**src/design/apdc_pkg.sv**
```systemverilog
`timescale 1ns / 1ps
`default_nettype none

package apdc_pkg;

  // Cascade geometry
  localparam int STAGES    = 8;
  localparam int LINE_SIZE = 4096;
  localparam int LINE_W    = $clog2(LINE_SIZE);
  localparam int STAGE_W   = (STAGES > 1) ? $clog2(STAGES) : 1;
  localparam int MEM_DEPTH = STAGES * LINE_SIZE;
  localparam int ADDR_W    = $clog2(MEM_DEPTH);

  // Field widths
  localparam int SAMPLE_W  = 24;
  localparam int GAIN_W    = 16;
  localparam int PROD_W    = SAMPLE_W + GAIN_W;
  localparam int DLY_W     = 12;
  localparam int DLY_PER_REG = 4;
  localparam int CFG_W     = DLY_W * DLY_PER_REG;
  localparam int CFG_IDX_W = 2;

  // Delay clamp
  localparam int DELAY_MIN = 10;
  localparam int CMP_W     = ((LINE_W > DLY_W) ? LINE_W : DLY_W) + 1;

  // Register reset values
  localparam logic signed [GAIN_W-1:0] GAIN_RST = 16'sd22938;
  localparam logic [CFG_W-1:0]         DLY_RST  = 48'h3E8_3E8_3E8_3E8;

  // Register indexes
  localparam logic [CFG_IDX_W-1:0] REG_GAIN  = 2'd0;
  localparam logic [CFG_IDX_W-1:0] REG_DLY_A = 2'd1;
  localparam logic [CFG_IDX_W-1:0] REG_DLY_B = 2'd2;

endpackage

`default_nettype wire

```
**src/design/apdc_gain_mac.sv**
```systemverilog
`timescale 1ns / 1ps
`default_nettype none

// Shared gain unit: registered product a*g, then round to Q1.23,
// add to or subtract from a base and saturate to 24 bits.
module apdc_gain_mac (
  input  wire logic                                clk,
  input  wire logic                                mul_en,
  input  wire logic signed [apdc_pkg::SAMPLE_W-1:0] mul_a,
  input  wire logic signed [apdc_pkg::GAIN_W-1:0]   mul_g,
  input  wire logic signed [apdc_pkg::SAMPLE_W-1:0] add_base,
  input  wire logic                                add_sub,
  output logic signed      [apdc_pkg::SAMPLE_W-1:0] result
);

  localparam int RND_W = apdc_pkg::PROD_W + 1 - 15;
  localparam int SUM_W = RND_W + 1;
  localparam logic signed [SUM_W-1:0] SAT_HI = SUM_W'(8388607);
  localparam logic signed [SUM_W-1:0] SAT_LO = -SUM_W'(8388608);

  logic signed [apdc_pkg::PROD_W-1:0] prod_r;
  logic signed [apdc_pkg::PROD_W-1:0] prod_nxt;
  logic signed [apdc_pkg::PROD_W:0]   biased;
  logic signed [RND_W-1:0]            rnd;
  logic signed [SUM_W-1:0]            sum;

  // Multiply stage
  assign prod_nxt = mul_a * mul_g;

  always_ff @(posedge clk) begin
    if (mul_en) begin
      prod_r <= prod_nxt;
    end
  end

  // Round half up: add 2^14, floor shift by 15
  assign biased = {prod_r[apdc_pkg::PROD_W-1], prod_r} + (apdc_pkg::PROD_W + 1)'(16384);
  assign rnd    = biased[apdc_pkg::PROD_W:15];

  always_comb begin
    if (add_sub) begin
      sum = SUM_W'(add_base) - SUM_W'(rnd);
    end else begin
      sum = SUM_W'(add_base) + SUM_W'(rnd);
    end
    if (sum > SAT_HI) begin
      result = SAT_HI[apdc_pkg::SAMPLE_W-1:0];
    end else if (sum < SAT_LO) begin
      result = SAT_LO[apdc_pkg::SAMPLE_W-1:0];
    end else begin
      result = sum[apdc_pkg::SAMPLE_W-1:0];
    end
  end

endmodule

`default_nettype wire

```
**config.mk**
```make
export PLATFORM = sky130hd
export DESIGN_NAME = apdc_gain_mac
export DESIGN_NICKNAME = d
export VERILOG_FILES = /design/src/design/apdc_pkg.sv /design/src/design/apdc_gain_mac.sv
export SDC_FILE = /design/constraint.sdc
export NUM_CORES = 1
export LEC_CHECK = 0
export BUFFER_PORTS_ARGS = -buffer_cell sky130_fd_sc_hd__buf_4
export CAP_MARGIN = 20
export CELL_PAD_IN_SITES_DETAIL_PLACEMENT = 2
export CELL_PAD_IN_SITES_GLOBAL_PLACEMENT = 2
export CORE_MARGIN = 2
export CORE_UTILIZATION = 38
export DETAILED_ROUTE_END_ITERATION = 16
export GPL_TIMING_DRIVEN = 1
export PLACE_DENSITY_LB_ADDON = 0.1
export SLEW_MARGIN = 0
export SYNTH_ARGS = -nofsm -noshare
export SYNTH_HDL_FRONTEND = slang
export SYNTH_SLANG_ARGS = --single-unit
```
**constraint.sdc**
```tcl
create_clock -name clk -period 21.5 [get_ports clk]
set_clock_uncertainty 0.05 [all_clocks]
set_input_delay 3.225 -clock clk [delete_from_list [all_inputs] [get_ports clk]]
set_output_delay 3.225 -clock clk [all_outputs]
set_load 0.005 [all_outputs]
```
==> flow_summary.json <==
{
  "arrival_ns": 7.26,
  "finalSetupTns_ns": 0,
  "synthArstFlopShare_pct": 0,
  "slew_viol_final": 0,
  "worstPathMaxFanout": 26,
  "cp_slowest_stage_delay_ns": 0.54,
  "largest_reg_flops": 26,
  "hold_viol": 0,
  "finalWirelength_um": 52300,
  "ys_top_cells_by_area": "fa_1 (44%), inv_1 (9.8%), ha_1 (9.0%)",
  "fin_crit_ns": 10.53,
  "cts_sinks": 26,
  "largest-register": "prod_r",
  "setup_viol": 0,
  "fmax_mhz": 94.9,
  "synth.yosys.seq_area_share_pct": 4.58,
  "multi_input_area_um2": 14200,
  "grt_pass1_wl_um": 85700,
  "tightest_slew_ns": 0.921,
  "die_height_um": 216,
  "yosys.area_share.simple_pct": 16.4,
  "drc": 0,
  "path_clk_slew_ns": 0.07,
  "core_area_um2": 44200,
  "ys_seq_elements": 26,
  "synth-edff-count": 26,
  "timing.final.crit_share_pct": 49.0,
  "yosysMostFrequentCell": "inv_1",
  "syn_inst": 1932,
  "cts_max_path_buffers": 2,
  "grt_max_degree": 27,
  "synth-main-ff-cell": "edfxtp_1",
  "cp_num_buf_inv": 3,
  "fill_cells": 4941,
  "synth-compound-area-share_pct": 8.28,
  "vias": 13000,
  "hold_class": "primary input to flip-flop",
  "cts_htree_levels": 1,
  "synthTopCellsByCount": "inv_1 (444), fa_1 (374), nand2_1 (272), and2_1 (126), ha_1 (123)",
  "synth_top_family_by_area": "adder cells",
  "cts_buffers": 3,
  "synth_area_um2": 17000,
  "whs_ns": 3.35,
  "relSlewSlack_pct": 38.2,
  "synthesis.nets": 2496,
  "synth.area.mux_share_pct": 0.367,
  "die_area_um2": 46600,
  "maxCapViolations": 0,
  "grt-ovfl-total": 0,
  "post_cts_buffers": 0,
  "cts_tree": "built",
  "die_w_um": 216,
  "cts_root_buffer": "clkbuf_16",
  "drtPass1Iterations": 4,
  "nNetsFinal": 2514,
  "drive_above_1_share_pct": 7.13,
  "port_buffers": 90,
  "critPathTopFamily": "compound AO/OA/AOI/OAI gates",
  "cts_resized": 0,
  "reg_top3": "prod_r x26",
  "area_delta_synth_final_pct": 6.87,
  "gp_congestion": 0.817,
  "drtIter0Drc": 397,
  "crit_chain": "buf_4 -> inv_1 -> o21ai_0 -> xnor2_1 -> ha_1 -> a21oi_1 -> o21ai_0 -> a21oi_1 -> a21oi_1 -> o21ai_0 -> o211a_1 -> a21oi_1 -> xnor2_2 -> o31a_4 -> o31ai_1 -> buf_4",
  "io_pins": 91,
  "outcome": "finished clean",
  "wl_per_cell_um": 20.6,
  "synth_xor_area_share_pct": 5.48,
  "rsz0062_at_grt": "false",
  "start_kind": "primary input",
  "cp_common_cell": "a21oi_1",
  "cts_hold_buf": 0,
  "ant_nets": 0,
  "seqCellArea_um2": 781,
  "yosys.area.top_type_share_pct": 43.9,
  "viasPerCell": 5.10,
  "syn_avg_cell_area_um2": 8.82,
  "critical_path_class": "primary input to output pin",
  "synth_fa_ha_area_share_pct": 53.0,
  "hpwlAfterDp_um": 43400,
  "critPathRequiredTime_ns": 18.23,
  "synthDistinctLibCells": 74,
  "start_util_pct": 38.5,
  "grt_pass1_vias": 15600,
  "synth_warnings": 0,
  "endpoint_kind": "output pin",
  "cp_slowest_cell": "o21ai_0",
  "yosysTopAreaCell": "fa_1",
  "row_count": 77,
  "antenna_found_initial": 2,
  "track_usage_pct": 23.5
}
[layout by cell type, fill, tap and decap left out, types with 8 or more instances in the layout]
| cell type | count |
|---|---|
| ha_1 | 123 |
| nand3_1 | 22 |
| and3_1 | 11 |
| nand2_1 | 272 |
| o21ai_0 | 32 |
| and4_1 | 8 |
| nor2_1 | 65 |
| o21a_1 | 12 |
| and2_1 | 126 |
| fa_1 | 374 |
| nand2b_1 | 18 |
| nor3_1 | 17 |
| buf_4 | 91 |
| o21ai_2 | 20 |
| edfxtp_1 | 26 |
| xor2_1 | 45 |
| inv_1 | 444 |
| a21o_1 | 25 |
| nand4_1 | 9 |
| xnor2_1 | 58 |
| a31oi_1 | 9 |
| a21oi_1 | 41 |
[area by class of cell]
type | instances | area share [%]
antenna | 1 | 0.0137
clock inverter | 1 | 0.165
inverter | 445 | 9.17
tap | 592 | 4.07
multi-input combinational | 1383 | 78.1
timing repair buffer | 91 | 3.75
clock buffer | 3 | 0.412
sequential | 26 | 4.29
[stage by stage]
stage                     area, um2  worst slack, ns  instances  utilization [%]
after floorplan               17000            11.76       1932                -
after global placement        18100            11.09       2537             41.0
after detailed placement      18100            10.96       2537             41.0
after CTS                     18200            10.94       2541             41.2
after global routing          18200            10.59       2541             41.2
final                         18200            10.97       2542             41.2
[final timing paths]
check	startpoint	to	slack, ns	depth (start not counted)
min	mul_en	prod_r[14]	3.35	1
max	add_sub	result[4]	10.97	16
[metal layers]
metal  up-vias  routed length (um)  global-route usage [%]
li1       5886                   -                       -
met1      6901               23000                    30.1
met2       139               27200                    43.7
met3        50                1160                    1.73
met4         0                 918                    4.09
met5         -                   0                       0
[cells by family after synthesis]
group	Yosys count
compound gates	198
xor+xnor	105
fa+ha+maj	497
buf+inv	523
flops	26
mux	6
simple gates	577
Power is left out: the tool's default activity adds up to more than one toggle a clock period on the data nets, which glitch-free logic cannot reach.
